==> src/rtl/lru_page_replacement_macros.svh <==
// Assertion macros shared by the LRU page replacement RTL.
`ifndef LRU_PAGE_REPLACEMENT_MACROS_SVH
`define LRU_PAGE_REPLACEMENT_MACROS_SVH

// Same-cycle implication, sampled on clk and held off while rst is high.
`define LRUPR_ASSERT_NOW(name, ante, cons, msg) \
  name: assert property (@(posedge clk) disable iff (rst) (ante) |-> (cons)) \
    else $error(msg);

// Next-cycle implication, sampled on clk and held off while rst is high.
`define LRUPR_ASSERT_NEXT(name, ante, cons, msg) \
  name: assert property (@(posedge clk) disable iff (rst) (ante) |=> (cons)) \
    else $error(msg);

`endif

==> src/rtl/lrupr_pkg.sv <==
// Shared types and constants for the LRU page replacement block.
`timescale 1ns / 1ps

package lrupr_pkg;

  localparam int PAGE_W  = 20;
  localparam int FRAME_W = 3;
  localparam int LIMIT_W = 4;
  localparam int OUT_W   = 2;

  typedef logic [PAGE_W-1:0]  page_t;
  typedef logic [FRAME_W-1:0] frame_t;
  typedef logic [LIMIT_W-1:0] limit_t;
  typedef logic [OUT_W-1:0]   outcome_t;

  // Result outcome codes.
  localparam outcome_t OUTCOME_HIT     = 2'd0;
  localparam outcome_t OUTCOME_FILL    = 2'd1;
  localparam outcome_t OUTCOME_REPLACE = 2'd2;

  localparam limit_t LIMIT_RESET = 4'd8;

endpackage

==> src/rtl/lru_page_replacement.sv <==
// LRU page replacement unit: recency list walk with a single compare-and-shift sequencer.
`timescale 1ns / 1ps
`include "lru_page_replacement_macros.svh"

//  Channel  Signals                                    Direction
//  -------  -----------------------------------------  ---------
//  in       in_valid, in_ready, page_number            request in
//  out      out_valid, out_ready, outcome, frame,      result out
//           evicted_page
//  cfg      cfg_valid, cfg_ready, frame_limit          write in
//
// A request walks the recency list until it hits or reaches the tail. An empty list
// skips the walk, and a filling miss passes through a tail step that moves the old
// tail back. The walk reads one entry per cycle through the memory's single read
// port. Reset empties the list at once: the resident count goes to zero and no memory
// sweep is needed. A stalled result waits in the output register; the next request is
// taken meanwhile and its walk only stops before the final write if the earlier
// result still has not been taken.

module lru_page_replacement #(
  parameter int FRAMES = 8
) (
  input  logic                      clk,
  input  logic                      rst,
  input  logic                      in_valid,
  output logic                      in_ready,
  input  lrupr_pkg::page_t          page_number,
  output logic                      out_valid,
  input  logic                      out_ready,
  output lrupr_pkg::outcome_t       outcome,
  output lrupr_pkg::frame_t         frame,
  output lrupr_pkg::page_t          evicted_page,
  input  logic                      cfg_valid,
  output logic                      cfg_ready,
  input  lrupr_pkg::limit_t         frame_limit
);

  localparam int IDX_W = (FRAMES > 1) ? $clog2(FRAMES) : 1;
  localparam int CNT_W = $clog2(FRAMES + 1);
  localparam int CMP_W = (CNT_W > lrupr_pkg::LIMIT_W) ? CNT_W : lrupr_pkg::LIMIT_W;

  // Sequencer states.
  localparam logic [1:0] ST_IDLE   = 2'd0;
  localparam logic [1:0] ST_SEARCH = 2'd1;
  localparam logic [1:0] ST_TAIL   = 2'd2;
  localparam logic [1:0] ST_FRONT  = 2'd3;

  logic [1:0]           state;
  logic [IDX_W-1:0]     idx;
  logic [CNT_W-1:0]     count;
  logic [CNT_W-1:0]     walk_len;
  lrupr_pkg::limit_t    limit_reg;

  lrupr_pkg::page_t     req_page;
  lrupr_pkg::page_t     carry_page;
  lrupr_pkg::frame_t    carry_frame;
  lrupr_pkg::outcome_t  work_outcome;
  lrupr_pkg::frame_t    work_frame;
  lrupr_pkg::page_t     work_evicted;

  // Recency list, front (most recent) at index 0.
  lrupr_pkg::page_t     page_mem  [FRAMES];
  lrupr_pkg::frame_t    frame_mem [FRAMES];
  lrupr_pkg::page_t     rd_page;
  lrupr_pkg::frame_t    rd_frame;
  logic [IDX_W-1:0]     rd_addr;
  logic [IDX_W-1:0]     wr_addr;
  logic                 wr_en;
  lrupr_pkg::page_t     wr_page;
  lrupr_pkg::frame_t    wr_frame;

  logic                 in_fire;
  logic                 out_free;
  logic                 out_load;
  logic                 hit;
  logic                 last;
  logic                 room;
  lrupr_pkg::limit_t    limit_eff;

  assign in_ready  = (state == ST_IDLE);
  assign in_fire   = in_valid && in_ready;
  assign cfg_ready = 1'b1;
  assign out_free  = !out_valid || out_ready;
  assign out_load  = (state == ST_FRONT) && out_free;

  // A limit of zero behaves as one; the cap at FRAMES is applied in the room check.
  assign limit_eff = (limit_reg == '0) ? lrupr_pkg::limit_t'(1) : limit_reg;
  assign room      = (CMP_W'(walk_len) < CMP_W'(limit_eff)) &&
                     (walk_len < CNT_W'(FRAMES));

  assign hit  = (rd_page == req_page);
  assign last = (CNT_W'(idx) == walk_len - CNT_W'(1));

  // The walk reads one entry ahead of the one being compared.
  assign rd_addr = (state == ST_SEARCH) ? idx + IDX_W'(1) : '0;

  // Write side of the walk. While searching, each entry is overwritten with the one
  // in front of it, so the list shifts back by one as far as the hit or the tail.
  // On a filling miss the old tail moves one slot further, and the request's page
  // finally lands at the front.
  always_comb begin
    wr_en    = 1'b0;
    wr_addr  = idx;
    wr_page  = carry_page;
    wr_frame = carry_frame;
    unique case (state)
      ST_SEARCH: begin
        wr_en = (idx != '0);
      end
      ST_TAIL: begin
        wr_en   = 1'b1;
        wr_addr = walk_len[IDX_W-1:0];
      end
      ST_FRONT: begin
        wr_en    = out_free;
        wr_addr  = '0;
        wr_page  = req_page;
        wr_frame = work_frame;
      end
      default: begin
        wr_en = 1'b0;
      end
    endcase
  end

  always_ff @(posedge clk) begin
    if (wr_en) begin
      page_mem[wr_addr]  <= wr_page;
      frame_mem[wr_addr] <= wr_frame;
    end
    rd_page  <= page_mem[rd_addr];
    rd_frame <= frame_mem[rd_addr];
  end

  // Configuration register.
  always_ff @(posedge clk) begin
    if (rst) begin
      limit_reg <= lrupr_pkg::LIMIT_RESET;
    end else if (cfg_valid && cfg_ready) begin
      limit_reg <= frame_limit;
    end
  end

  // Sequencer and result register.
  always_ff @(posedge clk) begin
    if (rst) begin
      state     <= ST_IDLE;
      count     <= '0;
      out_valid <= 1'b0;
    end else begin
      // A new result replaces the one taken in the same cycle.
      if (out_load) begin
        out_valid <= 1'b1;
      end else if (out_ready) begin
        out_valid <= 1'b0;
      end
      unique case (state)
        ST_IDLE: begin
          if (in_fire) begin
            idx      <= '0;
            walk_len <= count;
            req_page <= page_number;
            if (count == '0) begin
              // Empty list: the page takes frame zero straight away.
              work_outcome <= lrupr_pkg::OUTCOME_FILL;
              work_frame   <= '0;
              work_evicted <= '0;
              state        <= ST_FRONT;
            end else begin
              state <= ST_SEARCH;
            end
          end
        end
        ST_SEARCH: begin
          carry_page  <= rd_page;
          carry_frame <= rd_frame;
          if (hit) begin
            work_outcome <= lrupr_pkg::OUTCOME_HIT;
            work_frame   <= rd_frame;
            work_evicted <= '0;
            state        <= ST_FRONT;
          end else if (last) begin
            if (room) begin
              work_outcome <= lrupr_pkg::OUTCOME_FILL;
              work_frame   <= lrupr_pkg::frame_t'(walk_len);
              work_evicted <= '0;
              state        <= ST_TAIL;
            end else begin
              // The tail entry just read is the victim; its frame is reused.
              work_outcome <= lrupr_pkg::OUTCOME_REPLACE;
              work_frame   <= rd_frame;
              work_evicted <= rd_page;
              state        <= ST_FRONT;
            end
          end else begin
            idx <= idx + IDX_W'(1);
          end
        end
        ST_TAIL: begin
          state <= ST_FRONT;
        end
        ST_FRONT: begin
          if (out_free) begin
            outcome      <= work_outcome;
            frame        <= work_frame;
            evicted_page <= work_evicted;
            if (work_outcome == lrupr_pkg::OUTCOME_FILL) begin
              count <= count + CNT_W'(1);
            end
            state <= ST_IDLE;
          end
        end
        default: begin
          state <= ST_IDLE;
        end
      endcase
    end
  end

  // The list never holds more pages than there are frames.
  `LRUPR_ASSERT_NOW(a_count_bound, 1'b1, count <= CNT_W'(FRAMES), "resident count overflow")

  // An accepted request keeps the input side closed on the next cycle.
  `LRUPR_ASSERT_NEXT(a_busy_after_accept, in_fire, !in_ready, "ready while walking")

  // Only a replacing miss reports an evicted page.
  `LRUPR_ASSERT_NOW(a_evict_zero,
    out_valid && (outcome != lrupr_pkg::OUTCOME_REPLACE), evicted_page == '0,
    "evicted page set without replacement")

  // A filling miss always hands out the frame equal to the old resident count.
  `LRUPR_ASSERT_NEXT(a_fill_frame,
    (state == ST_FRONT) && out_free && (work_outcome == lrupr_pkg::OUTCOME_FILL),
    frame == lrupr_pkg::frame_t'(count - CNT_W'(1)), "fill frame mismatch")

endmodule

==> config.mk <==
export PLATFORM = sky130hd
export DESIGN_NAME = lru_page_replacement
export DESIGN_NICKNAME = d
export VERILOG_FILES = /design/src/rtl/lrupr_pkg.sv /design/src/rtl/lru_page_replacement.sv
export VERILOG_INCLUDE_DIRS = /design/src /design/src/rtl
export SDC_FILE = /design/constraint.sdc
export NUM_CORES = 1
export LEC_CHECK = 0
export BUFFER_PORTS_ARGS = -buffer_cell sky130_fd_sc_hd__buf_4
export CORE_UTILIZATION = 55
export CTS_CLUSTER_SIZE = 40
export DETAILED_ROUTE_END_ITERATION = 10
export HOLD_SLACK_MARGIN = 0.15
export MAX_ROUTING_LAYER = met4
export PLACE_DENSITY = 0.83
export SLEW_MARGIN = 20
export SYNTH_ARGS = -nofsm -noshare
export SYNTH_HDL_FRONTEND = slang
export SYNTH_SLANG_ARGS = --single-unit
export TNS_END_PERCENT = 20
==> constraint.sdc <==
create_clock -name clk -period 4.18 [get_ports clk]
set_clock_uncertainty 0.1 [all_clocks]
set_input_delay 0.836 -clock clk [delete_from_list [all_inputs] [get_ports clk]]
set_output_delay 0.836 -clock clk [all_outputs]
set_load 0.03 [all_outputs]
# [After elaboration in Yosys (flattened, before gate mapping)]
# Memory sizes are Yosys's and may differ from the RTL's. A register that Yosys moved wholly into a read port is not among the register bits.
# Cells that the tools add are included.
[word_totals] wordCells=92 output_inout_bits=28 reg_bits=111 memories=2 input_bits=29 ram_bits=184
[memory_table] name="page_mem" depth=8 width=20 read_ports=1 rd_clocked_by_memory_dff=1 write_ports=1 line_no="lru_page_replacement.sv:62" source="lrupr_pkg::page_t page_mem [FRAMES];"
[memory_table] name="frame_mem" depth=8 width=3 read_ports=1 rd_clocked_by_memory_dff=1 write_ports=1 line_no="lru_page_replacement.sv:63" source="lrupr_pkg::frame_t frame_mem [FRAMES];"
[op_classes] eq_ne=12 n_addsub=3 order_cmp=2 mux=39 reduce_logical=18 bitwise_logic=1
[ops] cell="20-bit 2-to-1 mux" n=6
[ops] cell="20-bit case mux with 2 select lines" n=1
[ops] cell="3-bit 2-to-1 mux" n=10
[ops] cell="20-bit == test" n=1
[ops] cell="2-bit 2-to-1 mux" n=10
[ops] cell="3-bit case mux with 2 select lines" n=3
[ops] cell="3-bit AND reduction" n=4
[ops] cell="5-bit AND reduction" n=2
[ops] cell="4-bit logical NOT" n=2
[ops] cell="2-bit case mux with 4 select lines" n=1
[ops] cell="2-bit inequality test, second input constant" n=3
[ops] cell="1-bit 2-to-1 mux" n=5
[ops] cell="4-bit by 1-bit adder with 4-bit output, second input constant" n=1
[ops] cell="2-bit by 1-bit == test with 1-bit output, second input constant" n=2
[ops] cell="2-bit == test, second input constant" n=2
[ops] cell="3-bit by 4-bit == test with 1-bit output" n=1
[ops] cell="4-bit < comparator" n=1
[ops] cell="4-bit < comparator, second input constant" n=1
[ops] cell="4-bit 2-to-1 mux" n=1
[ops] cell="2-bit by 1-bit inequality test with 1-bit output, second input constant" n=2
[ops] cell="2-bit case mux with 2 select lines" n=1
[ops] cell="2-bit nonzero test" n=2
[ops] cell="4-bit by 1-bit subtractor with 4-bit output, second input constant" n=1
[ops] cell="3-bit by 1-bit adder with 3-bit output, second input constant" n=1
[ops] cell="9 further kinds" n=11

# [Longest topological paths before layout]
# Gate-level depths: netlist of run 1.
[depth] depth_word=8 ltp_mapped=10 mapped_depth_nobuf=8

# [Worst setup path after synthesis of run 1]
# No wires, ideal clock.
[synth_timing] kind="input-to-reg" from="input out_ready" to="memory frame_mem[0][0] (netlist name) (enable)" required_ns=3.618 n_path_buf=0 cell_stages=4 setup_ns=0.462 path_slack_ns=0.047 t_arrival_ns=3.571 path_cell_list="nor2b_1 -> nand2b_1 -> a31oi_1 -> nor4bb_1"
[synth_via] elab_chain_len=4
[synth_rtl] element="from (decl)" line_no="lru_page_replacement.sv:29" source="input logic out_ready,"
[synth_rtl] element="1-bit logical OR" line_no="lru_page_replacement.sv:83" source="assign out_free = !out_valid || out_ready;"
[synth_rtl] element="1-bit case mux with 3 select lines" line_no="lru_page_replacement.sv:106" source="unique case (state)"
[synth_rtl] element="1-bit 2-to-1 mux" line_no="lru_page_replacement.sv:127" source="if (wr_en) begin"
[synth_rtl] element="1-bit 2-to-1 mux (not written as such)" line_no="lru_page_replacement.sv:129" source="frame_mem[wr_addr] <= wr_frame;"
[synth_rtl] element="to (decl)" line_no="lru_page_replacement.sv:63"
# Every way passes these cells.

# [Worst setup path after layout of run 1]
[layout_timing] from="register idx[0]" to="memory page_mem[5][1] (netlist name) (enable)"
[layout_via] elab_chain_len=4 elab_cells_between_ends=5 classes_between="4 x mux; 1 x reduce/logical"
[layout_rtl] element="from (decl)" line_no="lru_page_replacement.sv:49" source="logic [IDX_W-1:0] idx;"
[layout_rtl] element="from (signal assigned)" line_no="lru_page_replacement.sv:196" source="idx <= idx + IDX_W'(1);"
[layout_rtl] element="3-bit nonzero test" line_no="lru_page_replacement.sv:108" source="wr_en = (idx != '0);"
[layout_rtl] element="1-bit case mux with 3 select lines" line_no="lru_page_replacement.sv:106"
[layout_rtl] element="1-bit 2-to-1 mux" line_no="lru_page_replacement.sv:127"
[layout_rtl] element="1-bit 2-to-1 mux (not written as such)" line_no="lru_page_replacement.sv:128" source="page_mem[wr_addr] <= wr_page;"
[layout_rtl] element="to (decl)" line_no="lru_page_replacement.sv:62"
# Parallel ways exist; a longest one is shown, timed or not.

==> results.cfg, run 1 <==
[run_status]
outcome = finished clean

[floorplanning]
die_height_um = 151.1
rows = 54
core_um2 = 21820
dieArea_um2 = 22830
boundaryPins = 57
die_w_um = 151.1
initial_core_util_pct = 56.03

[critical_path]
slowest_delay_ps = 820
arrival_ps = 3280
critical-path-slowest-cell = and2_1
cp-start-kind = flip-flop
worstPathCellList = inv_2 -> ha_1 -> inv_1 -> o21ai_0 -> a31oi_1 -> nor2b_1 -> and2_1
cp_top_family = simple AND/OR/NAND/NOR gates
path_max_fanout = 26
path_buf_inv = 2
r2r_slack_ps = 970
required_ps = 4250
critPathKind = flip-flop to flip-flop
end_kind = flip-flop

[logic_synthesis]
synth-seq-area-share_pct = 75.32
yosys.area_share.simple_pct = 9.967
synth_nets = 821
async_flop_share_pct = 0
synth-compound-area-share_pct = 2.446
synth-xor-area-share_pct = 1.995
syn_area_um2 = 12230
synth_mux_area_share_pct = 7.010
ys.flop_type = edfxtp_1
synthAdderAreaFrac_pct = 1.228
avgSynthCellArea_um2 = 15.68
ys_types = 47
yosysWarningCount = 0
synth_edf_count = 284
ys_seq_elements = 318
syn_inst = 780
synth_top_family_by_area = simple AND/OR/NAND/NOR gates

[finish]
fin_util_pct = 63.74
final_cell_mix = edfxtp_1 (284), nand2_1 (145), buf_4 (70), nand3_1 (46), dfxtp_1 (34)
regArea_um2 = 9209
area_growth_pct = 13.77
largest_reg_flops = 160
stdcell_count = 1148
multi_input_area_um2 = 2813
nFillCells = 1459
drive_above_1_share_pct = 19.70
top_register = page_mem
mostFrequentLayoutCell = edfxtp_1
antenna_cells = 0
nets = 886
largest_registers = page_mem (160), frame_mem (24)

[sta]
worst-slew-pin-transition_ps = 997.7
setup_tns_ps = 0
hold_viol_final = 0
finalCriticalPeriod_ps = 3210
setup_ws_ps = 970.1
maxSlewHeadroom_pct = 33.49
max_freq_mhz = 311.5
fin_crit_sh_pct = 76.79
setup_viol = 0
drv_slew = 0
hold_slack_ps = 313.7
rsz0062_at_grt = false

[routing]
drc = 0
wl_per_cell_um = 20.26
routed_via_density = 5.654
routed.top_layer = met4
drt-total-wl_um = 23260
vias = 6491
wl_met1_um = 10200
ant_nets = 0
first_iter_violations = 638
wl_met3_um = 1722
firstDrtPassIters = 5
met2_length_um = 10990

[pwr]
ir_drop_uv = 309.1
p_per_area_nw_per_um2 = 650.7
seq_power_share_pct = 49.4
p_int_mw = 6.408
p_sw_mw = 2.643
p_leak_nw = 4.819
comb_power_share_pct = 22.1
p_clk_share_pct = 28.5
p_sw_share_pct = 29.20

[clocking]
cts.sinks = 318
cts_hold_buf = 0
cts_root_buffer = clkbuf_16
postCtsSetupRepairBufs = 0
cts_buffer_depth = 3
clk_pin_slew_ps = 60
cts_tree = yes
cts_buffers = 29
clock_latency_ps = 550
h-tree-depth = 1
postCtsResizedCells = 0

[place]
gp_congestion = 0.8870
dp.cells = 1094
dp_hpwl_um = 15070
port_buffers = 55
place_ws_ps = 970.4

[grt]
antenna_found_initial = 0
grt_max_degree = 48
grt_use_total_pct = 21.36
grt_pass1_wl_um = 35230
first_global_vias = 6319
overflow = 0

[min_path]
hp-class = flip-flop to flip-flop

[run]
drv_cap = 0
## metal layers
layer / vias to the layer above / GRT usage (%)
li1: 2993 / -
met1: 3192 / 30.25
met3: 34 / 3.102
met2: 272 / 33.17
met5: - / -
met4: 0 / 4.650
## metrics by stage
step | area, µm² | power, mW
floorplan | 12230 | 5.856
global placement | 12960 | 6.388
detailed placement | 12960 | 6.501
CTS | 13900 | 9.078
global route | 13910 | 9.420
finish | 13910 | 9.052
## Yosys cell counts (all sizes together) (3+ instances only)
library cell,n,area share [%]
inv,19,0.58
nand2,145,4.5
nor4b,4,0.29
xnor2,23,1.6
mux2i,8,0.65
xor2,4,0.35
and2,24,1.2
mux2,23,2.1
edfxtp,284,70
o21ai,26,1.1
and3,4,0.20
a31oi,4,0.20
dfxtp,34,5.6
nand4,6,0.31
clkbuf,19,0.58
a21oi,5,0.24
nor3,4,0.20
nor2b,4,0.20
ha,12,1.2
mux4,23,4.2
nand2b,3,0.15
nand3,46,1.9
buf,17,0.84
nor2,20,0.61
## power groups by stage
| stage | clock network (mW) | logic, mW | registers [mW] |
|---|---|---|---|
| 2_1_floorplan | 0 | 1.37 | 4.48 |
| 3_3_place_gp | 0 | 1.89 | 4.50 |
| 3_5_place_dp | 0 | 1.97 | 4.53 |
| 4_1_cts | 2.61 | 1.99 | 4.47 |
| 5_1_grt | 2.73 | 2.18 | 4.51 |
| 6_report | 2.58 | 2.00 | 4.47 |
## layout make-up
| class | instances | share of cell area, % |
|---|---|---|
| sequential | 318 | 66.20 |
| multi-input combinational | 407 | 20.22 |
| clock buffer | 46 | 6.197 |
| clock inverter | 8 | 0.5756 |
| timing repair buffer | 70 | 3.778 |
| inverter | 19 | 0.5127 |
| tap | 280 | 2.518 |
## path summary, 6_finish.rpt
| kind | cells after the start | start | endpoint |
|---|---|---|---|
| max | 7 | idx[0] | page_mem[5][1] |
| min | 0 | work_evicted[2] | evicted_page[2] |
| max reg2reg | 7 | idx[0] | page_mem[5][1] |
| min reg2reg | 0 | work_evicted[2] | evicted_page[2] |
## cells by family (layout without fill, tap and decap cells)
group           count (synthesis)  count (layout)
buf+inv                        55             143
compound gates                 46              46
other cells                     1               1
mux                            54              54
fa+ha+maj                      12              12
flops                         318             318
xor+xnor                       27              27
simple gates                  267             267
(Power assumes the default switching activity.)
==> run 2: changes to the inputs <==
- PLACE_DENSITY: 0.83 -> 0.81
- clock period: 4.18 -> 3.3 ns (I/O delays scaled with it)
==> run 2 against run 1 <==
Against the previous run: count of clock-buffer cells in the layout down 11; non-clock buffer count up 7; global-route usage down 0.17 points; final area up 0.21%; largest cell class unchanged.
==> results.cfg, run 2 (same netlist as run 1, synthesis figures left out) <==
[routing]
first_iter_violations = 500
drt-total-wl_um = 22900
firstDrtPassIters = 5
drc = 0
wl_per_cell_um = 19.85
routed_via_density = 5.677
vias = 6551
ant_nets = 0

[finish]
top_register = page_mem
fin_util_pct = 63.87
nFillCells = 1451
final_cell_mix = edfxtp_1 (284), nand2_1 (145), buf_4 (76), nand3_1 (46), dfxtp_1 (34)
largest_reg_flops = 160
mostFrequentLayoutCell = edfxtp_1
regArea_um2 = 9209
nets = 893
stdcell_count = 1154
drive_above_1_share_pct = 20.48
area_growth_pct = 14.01
multi_input_area_um2 = 2803
largest_registers = page_mem (160), frame_mem (24)
antenna_cells = 0

[critical_path]
arrival_ps = 2900
worstPathCellList = inv_1 -> ha_1 -> xor2_2 -> a2111oi_2 -> a311o_1 -> a221oi_2 -> a21oi_1 -> nor3_1
cp-start-kind = flip-flop
path_max_fanout = 8
rr_worst_depth = 8
r2r_slack_ps = 490
reg2reg_to = idx[2]
critPathKind = flip-flop to flip-flop
slowest_delay_ps = 500
end_kind = flip-flop
rr_startpoint = walk_len[0]
critical-path-slowest-cell = edfxtp_1
required_ps = 3380

[place]
gp_congestion = 0.8698
place_ws_ps = 519.2
dp_hpwl_um = 14170
port_buffers = 55
dp.cells = 1101

[sta]
finalCriticalPeriod_ps = 2812
setup_viol = 0
maxSlewHeadroom_pct = 50.91
setup_ws_ps = 488.2
hold_slack_ps = 177.4
max_freq_mhz = 355.6
rsz0062_at_grt = false
hold_viol_final = 0
fin_crit_sh_pct = 85.21
worst-slew-pin-transition_ps = 734.8
drv_slew = 0

[min_path]
hp-class = primary input to flip-flop
hold_depth = 1
worstHoldStart = page_number[0]
holdPathEnd = req_page[0]

[clocking]
cts_buffers = 29
h-tree-depth = 1
cts.sinks = 318
postCtsSetupRepairBufs = 0
cts_hold_buf = 0
cts_root_buffer = clkbuf_16
clk_pin_slew_ps = 60
clock_latency_ps = 550
cts_buffer_depth = 3
cts_tree = yes
postCtsResizedCells = 0

[floorplanning]
die_height_um = 151.1
initial_core_util_pct = 56.03
boundaryPins = 57
die_w_um = 151.1
rows = 54
dieArea_um2 = 22830
core_um2 = 21820

[grt]
grt_pass1_wl_um = 34830
grt_use_total_pct = 21.19
overflow = 0
grt_max_degree = 48
first_global_vias = 6328
antenna_found_initial = 0

[pwr]
ir_drop_uv = 463.1
p_leak_nw = 4.855
p_per_area_nw_per_um2 = 820.9

[run_status]
outcome = finished clean

[run]
drv_cap = 0
run 2: cell types whose count changed in the layout (fill, tap and decap cells not counted), moves of 2 or more:
cell and change:
bufinv_16 +2, buf_4 +6, clkbuf_16 -2, nor2_2 +2, nor2_4 -2, clkbuf_1 -6, clkinv_2 +4, clkinv_1 +4
clkbuf_8 -3
run 2: final cells by class:
type                    count  share of cell area (%)
flip-flops and latches    318                   66.06
multi-input cells         407                   20.11
repair buffers             77                   4.237
clock buffers              35                   5.368
inverters                  19                  0.5116
clock inverters            18                   1.203
well taps                 280                   2.513
run 2: where the power goes:
part	switching (mW)	leakage (nW)	internal (mW)	total (mW)
clock	1.38	0.454	1.85	3.22
combinational	1.62	1.53	0.912	2.53
sequential	0.335	2.87	5.36	5.69
run 2: worst max-delay path: cells and delay by family (launching register included):
family                     cells  cell delay [ps]
AOI/OAI and AO/OA              4              860
adders and majority gates      1              210
DFF                            1              500
and+or+nand+nor                1              420
buffers and inverters          1              150
xor gates and xnor gates       1              210
run 2: worst max path at each step:
stage / from / cells after the start / endpoint
finish: walk_len[0] / 8 / idx[2]
global route: walk_len[1] / 8 / idx[0]
CTS: walk_len[0] / 8 / idx[0]
detailed placement: walk_len[0] / 8 / idx[2]
global placement: walk_len[0] / 8 / idx[0]
floorplan: walk_len[0] / 8 / work_evicted[0]
run 2: per-layer routing:
layer / global-route usage (%) / share of wire (%) / vias up
met1: 28.32 / 42 / 3234
met3: 3.133 / 6.9 / 44
met2: 33.42 / 48 / 265
li1: - / - / 3008
met4: 7.550 / 2.5 / 0
met5: - / 0 / -
run 2: stage by stage:
stage / total power, mW / instance area (µm²) / TNS, ps
after global routing: 11.91 / 13940 / 0
after CTS: 11.48 / 13940 / 0
after detailed placement: 8.261 / 13020 / 0
after floorplan: 7.423 / 12230 / -12330
final: 11.44 / 13940 / 0
after global placement: 8.139 / 13020 / 0
